`config.mk`:
```
export PLATFORM = sky130hd
export DESIGN_NAME = l3_l4_header_normalizer_core
export DESIGN_NICKNAME = d
export VERILOG_FILES = /design/src/rtl/hn_pkg.sv /design/src/rtl/hn_ctrl.sv /design/src/rtl/hn_datapath.sv /design/src/rtl/l3_l4_header_normalizer_core.sv
export SDC_FILE = /design/constraint.sdc
export NUM_CORES = 1
export LEC_CHECK = 0
export BUFFER_PORTS_ARGS = -buffer_cell sky130_fd_sc_hd__buf_2
export CAP_MARGIN = 15
export CORE_MARGIN = 10
export CORE_UTILIZATION = 60
export DETAILED_ROUTE_END_ITERATION = 10
export PLACE_DENSITY = 0.78
export SKIP_LAST_GASP = 1
export SYNTH_ARGS = -nofsm -noshare
export SYNTH_HDL_FRONTEND = slang
export SYNTH_SLANG_ARGS = --single-unit
```
`constraint.sdc`:
```
create_clock -name clk -period 5.3 [get_ports clk]
set_input_delay 0.53 -clock clk [delete_from_list [all_inputs] [get_ports clk]]
set_output_delay 0.53 -clock clk [all_outputs]
set_load 0.03 [all_outputs]
```
`src/rtl/hn_pkg.sv`:
```
`timescale 1ns / 1ps
`default_nettype none
// ---------------------------------------------------------------------------
// Header normalizer package
// Shared types and constants for the header normalizer controller and
// datapath.
// ---------------------------------------------------------------------------
package hn_pkg;

    localparam int BLOB_LEN      = 128;
    localparam int UDP_HDR_LEN   = 8;
    localparam int HELD_BYTES    = 10;

    localparam logic [5:0] ETH_TYPE_POS  = 6'd12;
    localparam logic [5:0] VLAN_TYPE_POS = 6'd2;
    localparam logic [5:0] IP_PROTO_POS  = 6'd9;
    localparam logic [5:0] TCP_OFFS_POS  = 6'd12;
    localparam logic [3:0] MIN_HDR_WORDS = 4'd5;

    localparam logic [15:0] VLAN_TPID    = 16'h8100;
    localparam logic [15:0] L3_TYPE_IPV4 = 16'h0800;
    localparam logic [7:0]  PROTO_TCP    = 8'd6;
    localparam logic [7:0]  PROTO_UDP    = 8'd17;

    localparam logic [1:0] ST_OK        = 2'd0;
    localparam logic [1:0] ST_NOT_IPV4  = 2'd1;
    localparam logic [1:0] ST_NOT_L4    = 2'd2;
    localparam logic [1:0] ST_MALFORMED = 2'd3;

    typedef enum logic [1:0] {
        SEL_HELD = 2'd0,
        SEL_BYTE = 2'd1,
        SEL_FILL = 2'd2,
        SEL_STAT = 2'd3
    } emit_sel_t;

    typedef struct packed {
        logic held;
        logic byte_en;
        logic fill_en;
        logic stat_en;
    } plan_t;

    typedef struct packed {
        logic      accept;
        logic      emit;
        emit_sel_t sel;
        logic      last;
    } hn_cmd_t;

    typedef struct packed {
        plan_t new_plan;
        plan_t cur_plan;
        logic  held_done;
        logic  fill_done;
        logic  out_free;
    } hn_sts_t;

endpackage
`default_nettype wire

```
`src/rtl/hn_ctrl.sv`:
```
`timescale 1ns / 1ps
`default_nettype none
// ---------------------------------------------------------------------------
// Header normalizer controller
// Accepts one input transaction at a time and sequences the result items
// that it causes: held header bytes, the current byte, fill, then status.
// ---------------------------------------------------------------------------
module hn_ctrl (
    input  wire logic           clk,
    input  wire logic           rst_n,
    input  wire logic           in_valid,
    output logic                in_ready,
    input  wire hn_pkg::hn_sts_t sts,
    output hn_pkg::hn_cmd_t     cmd
);

    typedef enum logic [4:0] {
        S_IDLE = 5'b00001,
        S_HELD = 5'b00010,
        S_BYTE = 5'b00100,
        S_FILL = 5'b01000,
        S_STAT = 5'b10000
    } state_t;

    state_t state_reg;
    state_t state_next;
    state_t after_state;

    function automatic state_t pick(hn_pkg::plan_t p);
        state_t s;
        if (p.held)
            s = S_HELD;
        else if (p.byte_en)
            s = S_BYTE;
        else if (p.fill_en)
            s = S_FILL;
        else if (p.stat_en)
            s = S_STAT;
        else
            s = S_IDLE;
        return s;
    endfunction

    always_comb
    begin
        state_next  = state_reg;
        in_ready    = 1'b0;
        cmd         = '0;
        cmd.sel     = hn_pkg::SEL_HELD;
        after_state = S_IDLE;
        case (state_reg)
            S_IDLE:
            begin
                in_ready = 1'b1;
                if (in_valid)
                begin
                    cmd.accept = 1'b1;
                    state_next = pick(sts.new_plan);
                end
            end
            S_HELD:
            begin
                after_state = pick('{held: 1'b0, byte_en: sts.cur_plan.byte_en,
                                     fill_en: sts.cur_plan.fill_en,
                                     stat_en: sts.cur_plan.stat_en});
                if (sts.out_free)
                begin
                    cmd.emit = 1'b1;
                    cmd.sel  = hn_pkg::SEL_HELD;
                    if (sts.held_done)
                    begin
                        cmd.last   = (after_state == S_IDLE);
                        state_next = after_state;
                    end
                end
            end
            S_BYTE:
            begin
                after_state = pick('{held: 1'b0, byte_en: 1'b0,
                                     fill_en: sts.cur_plan.fill_en,
                                     stat_en: sts.cur_plan.stat_en});
                if (sts.out_free)
                begin
                    cmd.emit   = 1'b1;
                    cmd.sel    = hn_pkg::SEL_BYTE;
                    cmd.last   = (after_state == S_IDLE);
                    state_next = after_state;
                end
            end
            S_FILL:
            begin
                after_state = pick('{held: 1'b0, byte_en: 1'b0, fill_en: 1'b0,
                                     stat_en: sts.cur_plan.stat_en});
                if (sts.out_free)
                begin
                    cmd.emit = 1'b1;
                    cmd.sel  = hn_pkg::SEL_FILL;
                    if (sts.fill_done)
                    begin
                        cmd.last   = (after_state == S_IDLE);
                        state_next = after_state;
                    end
                end
            end
            S_STAT:
            begin
                if (sts.out_free)
                begin
                    cmd.emit   = 1'b1;
                    cmd.sel    = hn_pkg::SEL_STAT;
                    cmd.last   = 1'b1;
                    state_next = S_IDLE;
                end
            end
            default:
            begin
                state_next = S_IDLE;
            end
        endcase
    end

    always_ff @(posedge clk or negedge rst_n)
    begin
        if (!rst_n)
            state_reg <= S_IDLE;
        else
            state_reg <= state_next;
    end

endmodule
`default_nettype wire

```
`src/rtl/hn_datapath.sv`:
```
`timescale 1ns / 1ps
`default_nettype none
// ---------------------------------------------------------------------------
// Header normalizer datapath
// Parse state, held IPv4 header bytes, emission plan and counters, and the
// output register.
// ---------------------------------------------------------------------------
module hn_datapath #(
    parameter int HEADER_SLOT = 60
) (
    input  wire logic        clk,
    input  wire logic        rst_n,
    input  wire logic [7:0]  in_byte,
    input  wire logic        frame_last,
    input  wire logic        cfg_we,
    input  wire logic [7:0]  cfg_wdata,
    input  wire hn_pkg::hn_cmd_t cmd,
    output hn_pkg::hn_sts_t  sts,
    output logic             out_valid,
    input  wire logic        out_ready,
    output logic [7:0]       out_byte,
    output logic [6:0]       blob_index,
    output logic             is_status,
    output logic [1:0]       status,
    output logic             last
);

    localparam logic [6:0] IP_SLOT  = 7'(HEADER_SLOT);
    localparam logic [6:0] TCP_TAIL = 7'(hn_pkg::BLOB_LEN - HEADER_SLOT);
    localparam logic [6:0] UDP_TAIL = 7'(hn_pkg::BLOB_LEN - HEADER_SLOT - hn_pkg::UDP_HDR_LEN);
    localparam logic [3:0] HELD_LAST = 4'(hn_pkg::HELD_BYTES - 1);

    typedef enum logic [5:0] {
        PH_ETH  = 6'b000001,
        PH_VLAN = 6'b000010,
        PH_IP   = 6'b000100,
        PH_L4   = 6'b001000,
        PH_DONE = 6'b010000,
        PH_ERR  = 6'b100000
    } phase_t;

    phase_t      phase_reg, phase_next;
    logic [5:0]  pos_reg, pos_next;
    logic [7:0]  etype_hi_reg, etype_hi_next;
    logic [5:0]  ihl_reg, ihl_next;
    logic [7:0]  proto_reg, proto_next;
    logic [5:0]  l4len_reg, l4len_next;
    logic [1:0]  fstat_reg, fstat_next;
    logic [7:0]  fill_byte_reg;

    logic [7:0]  held_mem [hn_pkg::HELD_BYTES];
    logic        store_we;

    hn_pkg::plan_t new_plan;
    hn_pkg::plan_t plan_reg;
    logic [6:0]  fill_new;
    logic [1:0]  stat_new;
    logic [6:0]  fill_cnt_reg;
    logic [1:0]  stat_reg;
    logic [7:0]  byte_reg;
    logic [3:0]  held_idx_reg;
    logic [6:0]  blob_pos_reg;

    logic [5:0]  type_pos;
    logic [15:0] etype_full;
    logic [5:0]  tcp_len;
    logic [5:0]  l4len_eff;
    logic        brk;

    logic        out_valid_reg;
    logic [7:0]  out_byte_reg;
    logic [6:0]  blob_index_reg;
    logic        is_status_reg;
    logic [1:0]  status_reg;
    logic        last_reg;
    logic        out_free;
    logic [7:0]  emit_byte;

    always_comb
    begin
        phase_next    = phase_reg;
        pos_next      = pos_reg + 6'd1;
        etype_hi_next = etype_hi_reg;
        ihl_next      = ihl_reg;
        proto_next    = proto_reg;
        l4len_next    = l4len_reg;
        fstat_next    = fstat_reg;
        store_we      = 1'b0;
        new_plan      = '0;
        fill_new      = '0;
        stat_new      = hn_pkg::ST_OK;
        brk           = 1'b0;
        type_pos      = (phase_reg == PH_ETH) ? hn_pkg::ETH_TYPE_POS : hn_pkg::VLAN_TYPE_POS;
        etype_full    = {etype_hi_reg, in_byte};
        tcp_len       = {in_byte[7:4], 2'b00};
        l4len_eff     = l4len_reg;
        case (phase_reg)
            PH_ETH, PH_VLAN:
            begin
                if (pos_reg == type_pos)
                begin
                    etype_hi_next = in_byte;
                end
                else if (pos_reg == type_pos + 6'd1)
                begin
                    if (phase_reg == PH_ETH && etype_full == hn_pkg::VLAN_TPID)
                    begin
                        phase_next = PH_VLAN;
                        pos_next   = '0;
                    end
                    else if (etype_full == hn_pkg::L3_TYPE_IPV4)
                    begin
                        phase_next = PH_IP;
                        pos_next   = '0;
                    end
                    else
                    begin
                        phase_next = PH_ERR;
                        fstat_next = hn_pkg::ST_NOT_IPV4;
                    end
                end
            end
            PH_IP:
            begin
                store_we = (pos_reg <= 6'(HELD_LAST));
                if (pos_reg == '0)
                begin
                    ihl_next = {in_byte[3:0], 2'b00};
                    if (in_byte[3:0] < hn_pkg::MIN_HDR_WORDS)
                    begin
                        phase_next = PH_ERR;
                        fstat_next = hn_pkg::ST_MALFORMED;
                        brk        = 1'b1;
                    end
                end
                else if (pos_reg == hn_pkg::IP_PROTO_POS)
                begin
                    proto_next = in_byte;
                    if (in_byte != hn_pkg::PROTO_TCP && in_byte != hn_pkg::PROTO_UDP)
                    begin
                        phase_next = PH_ERR;
                        fstat_next = hn_pkg::ST_NOT_L4;
                        brk        = 1'b1;
                    end
                    else
                    begin
                        new_plan.held = 1'b1;
                    end
                end
                else if (pos_reg > hn_pkg::IP_PROTO_POS)
                begin
                    new_plan.byte_en = 1'b1;
                end
                if (!brk && pos_reg >= hn_pkg::IP_PROTO_POS && pos_reg + 6'd1 == ihl_reg)
                begin
                    fill_new         = IP_SLOT - {1'b0, ihl_reg};
                    new_plan.fill_en = (fill_new != '0);
                    l4len_next       = (proto_reg == hn_pkg::PROTO_UDP) ?
                                       6'(hn_pkg::UDP_HDR_LEN) : 6'd0;
                    phase_next       = PH_L4;
                    pos_next         = '0;
                end
            end
            PH_L4:
            begin
                if (proto_reg == hn_pkg::PROTO_TCP && pos_reg == hn_pkg::TCP_OFFS_POS)
                begin
                    if (in_byte[7:4] < hn_pkg::MIN_HDR_WORDS)
                    begin
                        phase_next = PH_ERR;
                        fstat_next = hn_pkg::ST_MALFORMED;
                        brk        = 1'b1;
                    end
                    else
                    begin
                        l4len_next = tcp_len;
                        l4len_eff  = tcp_len;
                    end
                end
                if (!brk)
                begin
                    new_plan.byte_en = 1'b1;
                    if (l4len_eff != '0 && pos_reg + 6'd1 == l4len_eff)
                    begin
                        fill_new = (proto_reg == hn_pkg::PROTO_TCP) ?
                                   TCP_TAIL - {1'b0, l4len_eff} : UDP_TAIL;
                        new_plan.fill_en = (fill_new != '0);
                        phase_next       = PH_DONE;
                        pos_next         = '0;
                    end
                end
            end
            default:
            begin
            end
        endcase
        if (frame_last)
        begin
            new_plan.stat_en = 1'b1;
            if (phase_next == PH_ERR)
                stat_new = fstat_next;
            else if (phase_next == PH_DONE)
                stat_new = hn_pkg::ST_OK;
            else
                stat_new = hn_pkg::ST_MALFORMED;
            phase_next    = PH_ETH;
            pos_next      = '0;
            etype_hi_next = '0;
            ihl_next      = '0;
            proto_next    = '0;
            l4len_next    = '0;
            fstat_next    = hn_pkg::ST_OK;
        end
    end

    always_ff @(posedge clk or negedge rst_n)
    begin
        if (!rst_n)
        begin
            phase_reg     <= PH_ETH;
            pos_reg       <= '0;
            etype_hi_reg  <= '0;
            ihl_reg       <= '0;
            proto_reg     <= '0;
            l4len_reg     <= '0;
            fstat_reg     <= hn_pkg::ST_OK;
            fill_byte_reg <= '0;
            plan_reg      <= '0;
            held_idx_reg  <= '0;
            fill_cnt_reg  <= '0;
            blob_pos_reg  <= '0;
        end
        else
        begin
            if (cfg_we)
                fill_byte_reg <= cfg_wdata;
            if (cmd.accept)
            begin
                phase_reg    <= phase_next;
                pos_reg      <= pos_next;
                etype_hi_reg <= etype_hi_next;
                ihl_reg      <= ihl_next;
                proto_reg    <= proto_next;
                l4len_reg    <= l4len_next;
                fstat_reg    <= fstat_next;
                plan_reg     <= new_plan;
                held_idx_reg <= '0;
                fill_cnt_reg <= fill_new;
            end
            if (cmd.emit)
            begin
                case (cmd.sel)
                    hn_pkg::SEL_HELD: held_idx_reg <= held_idx_reg + 4'd1;
                    hn_pkg::SEL_FILL: fill_cnt_reg <= fill_cnt_reg - 7'd1;
                    default:
                    begin
                    end
                endcase
                if (cmd.sel == hn_pkg::SEL_STAT)
                    blob_pos_reg <= '0;
                else
                    blob_pos_reg <= blob_pos_reg + 7'd1;
            end
        end
    end

    always_ff @(posedge clk)
    begin
        if (cmd.accept)
        begin
            byte_reg <= in_byte;
            stat_reg <= stat_new;
            if (store_we)
                held_mem[pos_reg[3:0]] <= in_byte;
        end
    end

    always_comb
    begin
        case (cmd.sel)
            hn_pkg::SEL_HELD: emit_byte = held_mem[held_idx_reg];
            hn_pkg::SEL_BYTE: emit_byte = byte_reg;
            hn_pkg::SEL_FILL: emit_byte = fill_byte_reg;
            default:          emit_byte = '0;
        endcase
    end

    assign out_free = !out_valid_reg || out_ready;

    always_ff @(posedge clk or negedge rst_n)
    begin
        if (!rst_n)
            out_valid_reg <= 1'b0;
        else if (cmd.emit)
            out_valid_reg <= 1'b1;
        else if (out_ready)
            out_valid_reg <= 1'b0;
    end

    always_ff @(posedge clk)
    begin
        if (cmd.emit)
        begin
            out_byte_reg   <= emit_byte;
            blob_index_reg <= (cmd.sel == hn_pkg::SEL_STAT) ? 7'd0 : blob_pos_reg;
            is_status_reg  <= (cmd.sel == hn_pkg::SEL_STAT);
            status_reg     <= (cmd.sel == hn_pkg::SEL_STAT) ? stat_reg : hn_pkg::ST_OK;
            last_reg       <= cmd.last;
        end
    end

    assign sts.new_plan  = new_plan;
    assign sts.cur_plan  = plan_reg;
    assign sts.held_done = (held_idx_reg == HELD_LAST);
    assign sts.fill_done = (fill_cnt_reg == 7'd1);
    assign sts.out_free  = out_free;

    assign out_valid  = out_valid_reg;
    assign out_byte   = out_byte_reg;
    assign blob_index = blob_index_reg;
    assign is_status  = is_status_reg;
    assign status     = status_reg;
    assign last       = last_reg;

endmodule
`default_nettype wire

```
`src/rtl/l3_l4_header_normalizer_core.sv`:
```
`timescale 1ns / 1ps
`default_nettype none
// Timing: a result appears at the output in the cycle after its emission;
// emission starts after the input accept, once the output register is free.
// Throughput: the next input byte waits until the N result items (0 to 62) of
// the last are emitted; output takes one item per cycle unless out_ready stalls.
// Reset: rst_n clears the parse state, the fill byte and the output valid.
// ---------------------------------------------------------------------------
// L3/L4 header normalizer core
// Parses an Ethernet frame byte by byte and streams a fixed 128-byte IPv4 plus
// TCP or UDP header blob, cut short on error, then a status item at frame end.
// ---------------------------------------------------------------------------
module l3_l4_header_normalizer_core #(
    parameter int HEADER_SLOT = 60
) (
    input  wire logic        clk,
    input  wire logic        rst_n,
    input  wire logic        in_valid,
    output logic             in_ready,
    input  wire logic [7:0]  in_byte,
    input  wire logic        frame_last,
    output logic             out_valid,
    input  wire logic        out_ready,
    output logic [7:0]       out_byte,
    output logic [6:0]       blob_index,
    output logic             is_status,
    output logic [1:0]       status,
    output logic             last,
    input  wire logic        cfg_we,
    input  wire logic [7:0]  cfg_wdata
);

    hn_pkg::hn_cmd_t cmd;
    hn_pkg::hn_sts_t sts;

    hn_ctrl u_ctrl (
        .clk      (clk),
        .rst_n    (rst_n),
        .in_valid (in_valid),
        .in_ready (in_ready),
        .sts      (sts),
        .cmd      (cmd)
    );

    hn_datapath #(
        .HEADER_SLOT (HEADER_SLOT)
    ) u_datapath (
        .clk        (clk),
        .rst_n      (rst_n),
        .in_byte    (in_byte),
        .frame_last (frame_last),
        .cfg_we     (cfg_we),
        .cfg_wdata  (cfg_wdata),
        .cmd        (cmd),
        .sts        (sts),
        .out_valid  (out_valid),
        .out_ready  (out_ready),
        .out_byte   (out_byte),
        .blob_index (blob_index),
        .is_status  (is_status),
        .status     (status),
        .last       (last)
    );

endmodule
`default_nettype wire

```
==> results of run 1 <==
## final timing paths
| check | start | end | slack [ns] | cells past startpoint |
|---|---|---|---|---|
| max | u_datapath.pos_reg[0] | u_datapath.stat_reg[0] | 1.54 | 14 |
| min | rst_n | u_datapath.etype_hi_reg[0] | 0.26 | 1 |
| max reg2reg | u_datapath.pos_reg[0] | u_datapath.stat_reg[0] | 1.54 | 14 |
| min reg2reg | u_datapath.etype_hi_reg[4] | u_datapath.etype_hi_reg[4] | 0.52 | 2 |
| max in group asynchronous | rst_n | u_datapath.held_idx_reg[1] | 4.42 | 1 |
| min in group clk | cfg_wdata[0] | u_datapath.fill_byte_reg[0] | 0.33 | 2 |
## layout make-up
| class | instances | area share |
|---|---|---|
| multi-input cells | 560 | 0.3868 |
| flip-flops and latches | 184 | 0.4932 |
| clock buffers | 18 | 0.04204 |
| well taps | 211 | 0.02527 |
| inverters | 25 | 0.008982 |
| clock inverters | 14 | 0.01856 |
| repair buffers | 49 | 0.02515 |
## cell usage in the layout, fill, tap and decap left out, types with 13 or more instances in the layout
| cell | Yosys | routed |
|---|---|---|
| sky130_fd_sc_hd__dfrtp_1 | 73 | 73 |
| sky130_fd_sc_hd__o21ai_1 | 25 | 25 |
| sky130_fd_sc_hd__clkbuf_16 | 0 | 17 |
| sky130_fd_sc_hd__nand2_1 | 51 | 51 |
| sky130_fd_sc_hd__buf_2 | 10 | 42 |
| sky130_fd_sc_hd__nor3_1 | 17 | 17 |
| sky130_fd_sc_hd__inv_1 | 23 | 23 |
| sky130_fd_sc_hd__nand3_1 | 25 | 25 |
| sky130_fd_sc_hd__nor2_1 | 56 | 55 |
| sky130_fd_sc_hd__and3_1 | 19 | 19 |
| sky130_fd_sc_hd__nand2b_1 | 18 | 18 |
| sky130_fd_sc_hd__edfxtp_1 | 109 | 109 |
| sky130_fd_sc_hd__mux2_2 | 17 | 17 |
| sky130_fd_sc_hd__nor2b_1 | 19 | 19 |
| sky130_fd_sc_hd__a211oi_1 | 13 | 13 |
| sky130_fd_sc_hd__and2_1 | 16 | 16 |
| sky130_fd_sc_hd__mux2i_1 | 23 | 23 |
| sky130_fd_sc_hd__o21ai_0 | 28 | 28 |
| sky130_fd_sc_hd__mux4_2 | 16 | 16 |
| sky130_fd_sc_hd__a21oi_1 | 28 | 28 |
## per-stage QoR
step	hold slack, ns	area (sq um)
2_1_floorplan	0.2344	9472
3_3_place_gp	0.4950	9809
3_5_place_dp	0.4997	9814
4_1_cts	0.2925	10450
5_1_grt	0.3304	10450
6_report	0.2620	10450
## cells by family (layout without fill, tap and decap cells)
logic type,count (synthesis),in the layout,share of synthesized area
AND/OR/NAND/NOR,281,281,0.1659
buffers and inverters,67,106,0.03025
XOR/XNOR,23,23,0.02272
multiplexers,59,59,0.08653
flip-flops,184,184,0.5440
AO/OA/AOI/OAI,184,184,0.1337
adder cells (fa/ha/maj),13,13,0.01691
## report_power, final
part           internal [mW]  switching, mW
Sequential              1.72          0.225
Clock                  0.808          0.559
Combinational          0.392          0.603
Total                   2.92           1.39
## routing by layer
metal  GRT usage  vias to the layer above  routed length, microns
met5           0                        -                       0
met4     0.08847                        0                     707
met3     0.04626                       56                    1763
met2      0.3709                      347                   11830
met1      0.2865                     3446                    9903
li1            -                     3135                       -
## worst reg2reg max path: cells and delay by family, from the launching register on
| kind | cells | cell delay, ns |
|---|---|---|
| adder cells (fa/ha/maj) | 2 | 0.55 |
| flip-flops | 1 | 0.51 |
| buffers and inverters | 2 | 0.31 |
| AND/OR/NAND/NOR | 5 | 1.16 |
| AO/OA/AOI/OAI | 5 | 0.97 |
==> metrics.txt, run 1 <==
# TYPE chip_impl_metric gauge
chip_impl_info{name="cts_root_buf",value="sky130_fd_sc_hd__clkbuf_16"} 1
chip_impl_metric{name="wl_per_cell",unit="microns"} 22.81
chip_impl_metric{name="fp.dieW",unit="microns"} 145.6
chip_impl_metric{name="syn-cell-area",unit="sq um"} 9472
chip_impl_metric{name="multiInputGateArea",unit="sq um"} 4041
chip_impl_metric{name="finalPower",unit="mW"} 4.305
chip_impl_metric{name="clkSlewWorstSetupHoldPaths",unit="ns"} 0.07
chip_impl_metric{name="power_density",unit="nW/um^2"} 412.1
chip_impl_metric{name="final_util",unit=""} 0.6822
chip_impl_metric{name="filler_cell_count",unit=""} 1116
chip_impl_info{name="crit_family",value="simple AND/OR/NAND/NOR gates"} 1
chip_impl_info{name="synth.top_cells.by_area",value="sky130_fd_sc_hd__edfxtp_1, sky130_fd_sc_hd__dfrtp_1, sky130_fd_sc_hd__mux4_2"} 1
chip_impl_info{name="cts_tree",value="yes"} 1
chip_impl_metric{name="async_reset_ff_frac",unit=""} 0.4076
chip_impl_metric{name="final-hold-violation-count",unit=""} 0
chip_impl_metric{name="required",unit="ns"} 5.47
chip_impl_metric{name="sequential_cell_area",unit="sq um"} 5152
chip_impl_metric{name="synth_largest_type_area_fraction",unit=""} 0.3456
chip_impl_metric{name="antenna_cells",unit=""} 0
chip_impl_info{name="synthMostInstantiatedCell",value="sky130_fd_sc_hd__edfxtp_1"} 1
chip_impl_info{name="hold_class",value="in -> async"} 1
chip_impl_metric{name="power_leakage",unit="nW"} 3.986
chip_impl_metric{name="post-route-period-util",unit=""} 0.7098
chip_impl_metric{name="top_level_ports",unit=""} 43
chip_impl_metric{name="clkLatencyLatePin",unit="ns"} 0.43
chip_impl_info{name="status",value="finished, final reports clean"} 1
chip_impl_metric{name="detailroute.via_count",unit=""} 6984
chip_impl_metric{name="postSynthCellCount",unit=""} 811
chip_impl_metric{name="postSynthAreaPerCell",unit="sq um"} 11.68
chip_impl_metric{name="clock_tree.buffer_depth",unit=""} 2
chip_impl_metric{name="share_of_layout_cells_above_drive_strength_1",unit=""} 0.1553
chip_impl_metric{name="cts_inserted_buffers",unit=""} 17
chip_impl_metric{name="die_y",unit="microns"} 145.6
chip_impl_metric{name="routed_wirelength",unit="microns"} 24200
chip_impl_metric{name="grt_antenna_before_repair",unit=""} 0
chip_impl_metric{name="post_drt_via_cell_ratio",unit=""} 6.582
chip_impl_info{name="worstPathCellList",value="inv_1 > ha_1 > and3_1 > and4_1 > a21boi_1 > inv_1 > ha_1 > a32oi_1 > o221ai_1 > o22ai_1 > and4bb_4 > nor2_1 > nor3_1 > a21oi_1"} 1
chip_impl_metric{name="timing.final.crit_period",unit="ns"} 3.762
chip_impl_metric{name="worst_pin_slew",unit="ns"} 1.006
chip_impl_info{name="critical_path.endpoint_type",value="flop"} 1
chip_impl_metric{name="worst-endpoint-arrival",unit="ns"} 3.93
chip_impl_metric{name="nets",unit=""} 871
chip_impl_metric{name="initial_utilization",unit=""} 0.6185
chip_impl_metric{name="finClkSkew",unit="ns"} 0.008994
chip_impl_metric{name="max_clock_freq",unit="MHz"} 265.8
chip_impl_metric{name="ys_seq_elements",unit=""} 184
chip_impl_metric{name="synth-seq-area-share",unit=""} 0.5440
chip_impl_metric{name="number_of_port_buffers",unit=""} 42
chip_impl_metric{name="yosysUniqueCellTypes",unit=""} 86
chip_impl_metric{name="cts.sink_count",unit=""} 184
chip_impl_metric{name="cts_post_setup_buffers_inserted",unit=""} 0
chip_impl_metric{name="post_syn_nets",unit=""} 845
chip_impl_metric{name="crit_fanout",unit=""} 9
chip_impl_info{name="synthDominantAreaCellType",value="sky130_fd_sc_hd__edfxtp_1"} 1
chip_impl_metric{name="grt_overflow_total",unit=""} 0
chip_impl_metric{name="drt_iter0_drc",unit=""} 867
chip_impl_metric{name="pre_cts_ws",unit="ns"} 1.643
chip_impl_metric{name="maxCapViolCount",unit=""} 0
chip_impl_info{name="synth_ff_type",value="sky130_fd_sc_hd__edfxtp_1"} 1
chip_impl_metric{name="post_cts_repair_resize_count",unit=""} 0
chip_impl_info{name="rsz0062_at_grt",value="no"} 1
chip_impl_metric{name="synth.yosys.warnings",unit=""} 0
chip_impl_metric{name="core-area",unit="sq um"} 15310
chip_impl_metric{name="number_of_placed_instances_taps_included",unit=""} 1029
chip_impl_metric{name="final_hpwl_from_detailed_placement",unit="microns"} 16750
chip_impl_metric{name="grt_first_pass_wirelength",unit="microns"} 37970
chip_impl_metric{name="post_layout_nonfiller_instances",unit=""} 1061
chip_impl_info{name="synth.cells.most_frequent",value="sky130_fd_sc_hd__edfxtp_1, sky130_fd_sc_hd__dfrtp_1, sky130_fd_sc_hd__nor2_1"} 1
chip_impl_metric{name="ant_nets",unit=""} 0
chip_impl_metric{name="htree_num_levels",unit=""} 4
chip_impl_metric{name="gr-usage-all-layers",unit=""} 0.2254
chip_impl_info{name="worst-setup-path-type",value="reg -> reg"} 1
chip_impl_info{name="cp_slowest_cell",value="sky130_fd_sc_hd__dfrtp_1"} 1
chip_impl_metric{name="drc",unit=""} 0
chip_impl_metric{name="buffer_and_inverter_count_on_the_worst_path",unit=""} 2
chip_impl_metric{name="grt_pass1_vias",unit=""} 6980
chip_impl_metric{name="grt_max_degree",unit=""} 76
chip_impl_metric{name="last_weighted_congestion_value_of_the_routability_driven_placer",unit=""} 0.9893
chip_impl_metric{name="fin_ws",unit="ns"} 1.538
chip_impl_metric{name="final.setup.tns",unit="ns"} 0
chip_impl_metric{name="peakVddDrop",unit="V"} 0.0002573
chip_impl_metric{name="final-max-slew-violation-count",unit=""} 0
chip_impl_info{name="startpoint_type",value="flop"} 1
chip_impl_metric{name="synth_edf_count",unit=""} 109
chip_impl_metric{name="critical_path.max_stage_delay",unit="ns"} 0.51
chip_impl_metric{name="slew-limit-headroom",unit=""} 0.3236
chip_impl_metric{name="die-area",unit="sq um"} 21210
chip_impl_metric{name="layout-area-overhead-vs-synth",unit="%"} 10.30
chip_impl_metric{name="setup_viol",unit=""} 0
chip_impl_metric{name="drtPass1Iterations",unit=""} 6
chip_impl_metric{name="hold_buffers",unit=""} 0
chip_impl_metric{name="largest_register_ffs",unit=""} 80
chip_impl_metric{name="row_count",unit=""} 45
(Power assumes the default switching activity.)
==> run 2: changes to the inputs <==
- ABC_AREA: not set -> 1
- CORE_UTILIZATION: 60 -> 56
- PLACE_DENSITY: 0.78 -> 0.77
- clock period: 5.3 -> 3.4 ns (I/O delays scaled with it)
==> metrics.txt, run 2 <==
# TYPE chip_impl_metric gauge
chip_impl_info{name="status",value="finished, final reports clean"} 1
chip_impl_metric{name="die_y",unit="microns"} 148.3
chip_impl_metric{name="timing.final.crit_period",unit="ns"} 2.806
chip_impl_metric{name="share_comb_of_total_power",unit=""} 0.271
chip_impl_metric{name="htree_num_levels",unit=""} 4
chip_impl_metric{name="wl_per_cell",unit="microns"} 17.66
chip_impl_metric{name="layout-area-overhead-vs-synth",unit="%"} 12.34
chip_impl_metric{name="final-hold-violation-count",unit=""} 0
chip_impl_metric{name="final.setup.tns",unit="ns"} 0
chip_impl_metric{name="final_hpwl_from_detailed_placement",unit="microns"} 15640
chip_impl_metric{name="share_of_layout_cells_above_drive_strength_1",unit=""} 0.1528
chip_impl_info{name="critical_path.endpoint_type",value="flop"} 1
chip_impl_metric{name="synth_largest_type_area_fraction",unit=""} 0.3551
chip_impl_metric{name="ant_nets",unit=""} 0
chip_impl_metric{name="number_of_port_buffers",unit=""} 42
chip_impl_metric{name="total_internal_power",unit="mW"} 4.313
chip_impl_metric{name="slew-limit-headroom",unit=""} 0.3221
chip_impl_metric{name="clockPowerShare",unit=""} 0.296
chip_impl_info{name="synthMostInstantiatedCell",value="sky130_fd_sc_hd__nand2_1"} 1
chip_impl_metric{name="final-max-slew-violation-count",unit=""} 0
chip_impl_metric{name="clkLatencyLatePin",unit="ns"} 0.45
chip_impl_metric{name="finClkSkew",unit="ns"} 0.01567
chip_impl_info{name="rsz0062_at_grt",value="no"} 1
chip_impl_metric{name="grt_antenna_before_repair",unit=""} 0
chip_impl_info{name="cts_tree",value="yes"} 1
chip_impl_metric{name="fp.dieW",unit="microns"} 148.3
chip_impl_metric{name="power.switching_fraction",unit=""} 0.3631
chip_impl_metric{name="drtPass1Iterations",unit=""} 5
chip_impl_metric{name="post_drt_via_cell_ratio",unit=""} 5.649
chip_impl_metric{name="whs",unit="ns"} 0.05409
chip_impl_metric{name="crit_fanout",unit=""} 8
chip_impl_metric{name="required",unit="ns"} 3.58
chip_impl_info{name="synth_ff_type",value="sky130_fd_sc_hd__edfxtp_1"} 1
chip_impl_metric{name="grt_first_pass_wirelength",unit="microns"} 36070
chip_impl_metric{name="power_density",unit="nW/um^2"} 654.0
chip_impl_metric{name="last_weighted_congestion_value_of_the_routability_driven_placer",unit=""} 0.9592
chip_impl_info{name="worst-setup-path-type",value="reg -> reg"} 1
chip_impl_metric{name="cts_post_setup_buffers_inserted",unit=""} 0
chip_impl_metric{name="multiInputGateArea",unit="sq um"} 3512
chip_impl_metric{name="postSynthCellCount",unit=""} 982
chip_impl_metric{name="post_syn_nets",unit=""} 1016
chip_impl_info{name="cts_root_buf",value="sky130_fd_sc_hd__clkbuf_16"} 1
chip_impl_info{name="synth.cells.most_frequent",value="sky130_fd_sc_hd__nand2_1, sky130_fd_sc_hd__nor2_1, sky130_fd_sc_hd__edfxtp_1"} 1
chip_impl_metric{name="gr-usage-all-layers",unit=""} 0.2071
chip_impl_info{name="mostFrequentLayoutCells",value="sky130_fd_sc_hd__nand2_1, sky130_fd_sc_hd__nor2_1, sky130_fd_sc_hd__edfxtp_1"} 1
chip_impl_metric{name="yosysUniqueCellTypes",unit=""} 58
chip_impl_metric{name="detailroute.via_count",unit=""} 7174
chip_impl_metric{name="peakVddDrop",unit="V"} 0.0004662
chip_impl_metric{name="postSynthAreaPerCell",unit="sq um"} 9.387
chip_impl_metric{name="grt_overflow_total",unit=""} 0
chip_impl_metric{name="routed_wirelength",unit="microns"} 22430
chip_impl_metric{name="power_leakage",unit="nW"} 4.349
chip_impl_info{name="hold_class",value="in -> async"} 1
chip_impl_metric{name="hold_buffers",unit=""} 0
chip_impl_metric{name="die-area",unit="sq um"} 21990
chip_impl_metric{name="antenna_cells",unit=""} 0
chip_impl_metric{name="sequentialPowerShare",unit=""} 0.433
chip_impl_metric{name="grt_max_degree",unit=""} 76
chip_impl_metric{name="setup_viol",unit=""} 0
chip_impl_metric{name="async_reset_ff_frac",unit=""} 0.4076
chip_impl_metric{name="core-area",unit="sq um"} 16000
chip_impl_metric{name="sequential_cell_area",unit="sq um"} 5152
chip_impl_metric{name="post_cts_repair_resize_count",unit=""} 0
chip_impl_metric{name="cts.sink_count",unit=""} 184
chip_impl_metric{name="synth_edf_count",unit=""} 109
chip_impl_metric{name="syn-cell-area",unit="sq um"} 9218
chip_impl_info{name="synthDominantAreaCellType",value="sky130_fd_sc_hd__edfxtp_1"} 1
chip_impl_metric{name="net_switching_power",unit="mW"} 2.459
chip_impl_metric{name="worst_pin_slew",unit="ns"} 1.010
chip_impl_metric{name="grt_pass1_vias",unit=""} 6921
chip_impl_metric{name="filler_cell_count",unit=""} 1313
chip_impl_metric{name="cts_inserted_buffers",unit=""} 17
chip_impl_metric{name="row_count",unit=""} 46
chip_impl_metric{name="clkSlewWorstSetupHoldPaths",unit="ns"} 0.07
chip_impl_metric{name="initial_utilization",unit=""} 0.5761
chip_impl_info{name="layout_commonest_cell",value="sky130_fd_sc_hd__nand2_1"} 1
chip_impl_metric{name="post-route-period-util",unit=""} 0.8252
chip_impl_info{name="startpoint_type",value="flop"} 1
chip_impl_metric{name="maxCapViolCount",unit=""} 0
chip_impl_metric{name="clock_tree.buffer_depth",unit=""} 2
chip_impl_metric{name="synth-seq-area-share",unit=""} 0.5590
chip_impl_metric{name="max_clock_freq",unit="MHz"} 356.4
chip_impl_metric{name="synth.yosys.warnings",unit=""} 0
chip_impl_metric{name="nets",unit=""} 1075
chip_impl_metric{name="worst-endpoint-arrival",unit="ns"} 2.99
chip_impl_metric{name="largest_register_ffs",unit=""} 80
chip_impl_metric{name="drt_iter0_drc",unit=""} 659
chip_impl_metric{name="drc",unit=""} 0
chip_impl_info{name="synth.top_cells.by_area",value="sky130_fd_sc_hd__edfxtp_1, sky130_fd_sc_hd__dfrtp_1, sky130_fd_sc_hd__nand2_1"} 1
chip_impl_metric{name="ys_seq_elements",unit=""} 184
chip_impl_metric{name="top_level_ports",unit=""} 43
==> run 2: cell count changes after synthesis, sizes merged, moves of 13 or more <==
cell | previous run | this run
nand2b | 18 | 0
mux4 | 16 | 0
nand3 | 25 | 56
a21oi | 28 | 45
nor2 | 57 | 131
and2 | 16 | 0
nand2 | 52 | 206
nor2b | 19 | 0
mux2 | 20 | 2
mux2i | 23 | 1
and3 | 19 | 1
a211oi | 13 | 0
o21ai | 53 | 88
inv | 23 | 117
==> run 2: metal layers <==
layer / routed length (microns) / track usage
met2: 10590 / 0.3319
met1: 9704 / 0.2730
met4: 526 / 0.07235
met5: 0 / 0
met3: 1616 / 0.04430
==> run 2: worst max-delay path: stages, from the launching register on <==
cell and delay (ns):
sky130_fd_sc_hd__dfrtp_1 0.47, sky130_fd_sc_hd__inv_1 0.23, sky130_fd_sc_hd__ha_1 0.24, sky130_fd_sc_hd__nand3_2 0.13
sky130_fd_sc_hd__nor2_8 0.18, sky130_fd_sc_hd__nand3_4 0.15, sky130_fd_sc_hd__nand2_1 0.14, sky130_fd_sc_hd__ha_1 0.21
sky130_fd_sc_hd__nand3_2 0.09, sky130_fd_sc_hd__nor2_2 0.13, sky130_fd_sc_hd__nor2_4 0.06, sky130_fd_sc_hd__nand3_4 0.09
sky130_fd_sc_hd__nand4_2 0.10, sky130_fd_sc_hd__nand2_1 0.10, sky130_fd_sc_hd__inv_2 0.05, sky130_fd_sc_hd__nor2_4 0.11
sky130_fd_sc_hd__a21oi_1 0.06
==> run 2: power by group through the flow <==
stage               combinational (mW)  sequential (mW)  clock, mW
floorplan                         1.28             3.00          0
global placement                  1.78             2.97          0
detailed placement                1.81             2.97          0
CTS                               1.83             2.93       2.02
global route                      2.06             2.97       2.11
finish                            1.84             2.93       2.00
==> run 2: through the flow <==
stage	utilization	total power [mW]	setup WS (ns)	cells	instance area, sq um
floorplan	-	4.280	0.8209	982	9218
global placement	0.6096	4.748	0.7118	1238	9754
detailed placement	0.6096	4.787	0.6365	1238	9754
CTS	0.6472	6.770	0.6195	1270	10350
global route	0.6472	7.141	0.3570	1270	10350
finish	0.6472	6.772	0.5943	1270	10350
==> run 2: cells by family (layout without fill, tap and decap cells) <==
logic type / after synthesis / in the layout / synth area share
AOI/OAI and AO/OA: 195 / 195 / 0.1284
adders and majority gates: 12 / 12 / 0.01629
xor gates and xnor gates: 10 / 10 / 0.009501
DFF: 184 / 184 / 0.5590
muxes: 3 / 3 / 0.003529
buffers and inverters: 142 / 214 / 0.06000
and+or+nand+nor: 436 / 436 / 0.2233
==> run 2: worst paths after layout <==
path / startpoint / end / slack, ns / cells after the start
worst max-delay path: u_datapath.pos_reg[0] / u_datapath.stat_reg[0] / 0.59 / 16
worst min-delay path: rst_n / u_datapath.etype_hi_reg[0] / 0.05 / 1
worst max register to register: u_datapath.pos_reg[0] / u_datapath.stat_reg[0] / 0.59 / 16
worst min register to register: u_datapath.blob_pos_reg[6] / u_datapath.blob_pos_reg[6] / 0.46 / 1
max in group asynchronous: rst_n / u_datapath.pos_reg[3] / 2.70 / 1
min in group clk: cfg_wdata[2] / u_datapath.fill_byte_reg[2] / 0.11 / 3
==> run 2: cell type report <==
cell class / instances / area share
clock buffers: 17 / 0.04108
flip-flops and latches: 184 / 0.4976
clock inverters: 15 / 0.01692
inverters: 119 / 0.04338
multi-input cells: 656 / 0.3392
well taps: 216 / 0.02610
repair buffers: 63 / 0.03577
==> run 3: changes to the inputs <==
- CORE_UTILIZATION: 56 -> 60
- PLACE_DENSITY: 0.77 -> 0.78
- clock period: 3.4 -> 2.75 ns (I/O delays scaled with it)
==> metrics.txt, run 3 (same netlist as run 2, synthesis figures left out) <==
# TYPE chip_impl_metric gauge
chip_impl_metric{name="final-max-slew-violation-count",unit=""} 0
chip_impl_metric{name="nets",unit=""} 1088
chip_impl_metric{name="critical_path.max_stage_delay",unit="ns"} 0.40
chip_impl_metric{name="worst_pin_slew",unit="ns"} 0.9714
chip_impl_metric{name="grt_max_degree",unit=""} 76
chip_impl_metric{name="row_count",unit=""} 45
chip_impl_metric{name="cts_inserted_buffers",unit=""} 17
chip_impl_metric{name="fin_ws",unit="ns"} 0.1637
chip_impl_metric{name="post-route-period-util",unit=""} 0.9405
chip_impl_metric{name="final.setup.tns",unit="ns"} 0
chip_impl_metric{name="layout.cell_area.non_filler",unit="sq um"} 10420
chip_impl_info{name="cp_slowest_cell",value="sky130_fd_sc_hd__dfrtp_1"} 1
chip_impl_metric{name="clkLatencyLatePin",unit="ns"} 0.43
chip_impl_metric{name="clkSlewWorstSetupHoldPaths",unit="ns"} 0.07
chip_impl_metric{name="post_drt_via_cell_ratio",unit=""} 5.837
chip_impl_metric{name="share_of_layout_cells_above_drive_strength_1",unit=""} 0.1687
chip_impl_metric{name="grt_pass1_vias",unit=""} 7142
chip_impl_info{name="worst-setup-path-type",value="reg -> reg"} 1
chip_impl_metric{name="hold_buffers",unit=""} 0
chip_impl_metric{name="final_util",unit=""} 0.6881
chip_impl_metric{name="cts_post_setup_buffers_inserted",unit=""} 0
chip_impl_metric{name="worst-endpoint-arrival",unit="ns"} 2.76
chip_impl_metric{name="cts.sink_count",unit=""} 184
chip_impl_metric{name="final_hpwl_from_detailed_placement",unit="microns"} 16270
chip_impl_metric{name="grt_antenna_before_repair",unit=""} 0
chip_impl_metric{name="core-area",unit="sq um"} 15150
chip_impl_metric{name="final-hold-violation-count",unit=""} 1
chip_impl_metric{name="buffer_and_inverter_count_on_the_worst_path",unit=""} 2
chip_impl_metric{name="maxCapViolCount",unit=""} 0
chip_impl_metric{name="antenna_cells",unit=""} 0
chip_impl_info{name="rsz0062_at_grt",value="no"} 1
chip_impl_metric{name="last_weighted_congestion_value_of_the_routability_driven_placer",unit=""} 0.9735
chip_impl_metric{name="grt_first_pass_wirelength",unit="microns"} 36450
chip_impl_metric{name="wl_per_cell",unit="microns"} 18.16
chip_impl_metric{name="routed_wirelength",unit="microns"} 22790
chip_impl_info{name="cts_tree",value="yes"} 1
chip_impl_metric{name="initial_utilization",unit=""} 0.6086
chip_impl_metric{name="pre_cts_ws",unit="ns"} 0.1553
chip_impl_metric{name="slew-limit-headroom",unit=""} 0.3524
chip_impl_info{name="crit_family",value="simple AND/OR/NAND/NOR gates"} 1
chip_impl_metric{name="power_leakage",unit="nW"} 4.413
chip_impl_metric{name="drt_iter0_drc",unit=""} 715
chip_impl_metric{name="crit_fanout",unit=""} 8
chip_impl_metric{name="post_cts_repair_resize_count",unit=""} 0
chip_impl_metric{name="gr-usage-all-layers",unit=""} 0.2271
chip_impl_metric{name="required",unit="ns"} 2.92
chip_impl_info{name="startpoint_type",value="flop"} 1
chip_impl_metric{name="layout-area-overhead-vs-synth",unit="%"} 13.06
chip_impl_info{name="worstPathCellList",value="inv_2 > ha_2 > nand3_2 > nor2_8 > nand3_4 > nand2_2 > ha_2 > nand3_2 > nor2_2 > nor2_4 > nand3_4 > nand4_2 > nand2_1 > inv_2 > nor2_4 > a21oi_1"} 1
chip_impl_metric{name="whs",unit="ns"} -0.002172
chip_impl_metric{name="peakVddDrop",unit="V"} 0.0004629
chip_impl_metric{name="ant_nets",unit=""} 0
chip_impl_metric{name="drc",unit=""} 0
chip_impl_info{name="failed_checks",value="negative hold slack"} 1
chip_impl_metric{name="setup_viol",unit=""} 0
chip_impl_metric{name="power_density",unit="nW/um^2"} 806.2
chip_impl_metric{name="die-area",unit="sq um"} 20720
chip_impl_metric{name="fp.dieW",unit="microns"} 143.9
chip_impl_metric{name="largest_register_ffs",unit=""} 80
chip_impl_metric{name="htree_num_levels",unit=""} 4
chip_impl_info{name="status",value="complete, but fails checks"} 1
chip_impl_metric{name="drtPass1Iterations",unit=""} 5
chip_impl_metric{name="detailed_place.area",unit="sq um"} 9817
chip_impl_info{name="critical_path.endpoint_type",value="flop"} 1
chip_impl_metric{name="die_y",unit="microns"} 143.9
chip_impl_metric{name="clock_tree.buffer_depth",unit=""} 2
chip_impl_metric{name="finClkSkew",unit="ns"} 0.01079
chip_impl_metric{name="timing.final.crit_period",unit="ns"} 2.586
chip_impl_info{name="mostFrequentLayoutCells",value="sky130_fd_sc_hd__nand2_1, sky130_fd_sc_hd__nor2_1, sky130_fd_sc_hd__edfxtp_1"} 1
chip_impl_info{name="layout_commonest_cell",value="sky130_fd_sc_hd__nand2_1"} 1
chip_impl_metric{name="number_of_port_buffers",unit=""} 42
chip_impl_metric{name="max_clock_freq",unit="MHz"} 386.6
chip_impl_metric{name="grt_overflow_total",unit=""} 0
chip_impl_metric{name="top_level_ports",unit=""} 43
chip_impl_metric{name="detailroute.via_count",unit=""} 7325
chip_impl_info{name="hold_class",value="in -> async"} 1
chip_impl_info{name="cts_root_buf",value="sky130_fd_sc_hd__clkbuf_16"} 1
run 3: cell type report:
class | count | area, sq um
timing repair buffer | 76 | 467.9
inverter | 119 | 449.2
fill | 1134 | 4725
clock buffer | 19 | 442.9
multi-input combinational | 656 | 3531
sequential | 184 | 5152
tap | 188 | 235.2
clock inverter | 13 | 142.6
run 3: power breakdown:
group	internal (mW)	switching, mW	leakage [nW]	total [mW]
clock network	1.31	1.10	0.287	2.41
logic	0.744	1.62	2.15	2.37
registers	3.36	0.269	1.98	3.63
total	5.40	3.00	4.41	8.40
run 3: worst reg2reg max path, stage by stage, from the launching register on:
cell and delay (ns):
sky130_fd_sc_hd__dfrtp_1 0.40, sky130_fd_sc_hd__inv_2 0.10, sky130_fd_sc_hd__ha_2 0.21, sky130_fd_sc_hd__nand3_2 0.12, sky130_fd_sc_hd__nor2_8 0.21, sky130_fd_sc_hd__nand3_4 0.15
sky130_fd_sc_hd__nand2_2 0.14, sky130_fd_sc_hd__ha_2 0.22, sky130_fd_sc_hd__nand3_2 0.08, sky130_fd_sc_hd__nor2_2 0.13, sky130_fd_sc_hd__nor2_4 0.07, sky130_fd_sc_hd__nand3_4 0.09
sky130_fd_sc_hd__nand4_2 0.12, sky130_fd_sc_hd__nand2_1 0.10, sky130_fd_sc_hd__inv_2 0.04, sky130_fd_sc_hd__nor2_4 0.10, sky130_fd_sc_hd__a21oi_1 0.06
run 3: final timing paths:
kind	slack [ns]	from	cells after the start	to
max	0.16	u_datapath.pos_reg[1]	16	u_datapath.stat_reg[0]
min	-0.002	rst_n	1	u_datapath.blob_pos_reg[6]
max reg2reg	0.16	u_datapath.pos_reg[1]	16	u_datapath.stat_reg[0]
min reg2reg	0.47	u_datapath.blob_pos_reg[6]	1	u_datapath.blob_pos_reg[6]
max in group asynchronous	2.13	rst_n	1	u_datapath.proto_reg[3]
min in group clk	0.06	cfg_wdata[1]	3	u_datapath.fill_byte_reg[1]
run 3: layer usage:
metal	wire length, microns	vias to the layer above	GRT usage
met5	0	-	0
met4	432	0	0.07523
met3	1695	33	0.04092
met2	11030	298	0.3653
met1	9635	3496	0.3041
li1	-	3498	-
run 3: metrics by stage:
step / instances / power, mW
after global placement: 1223 / 5.956
after global routing: 1255 / 8.834
final: 1255 / 8.401
after detailed placement: 1223 / 6.007
after floorplan: 982 / 5.291
after CTS: 1255 / 8.401
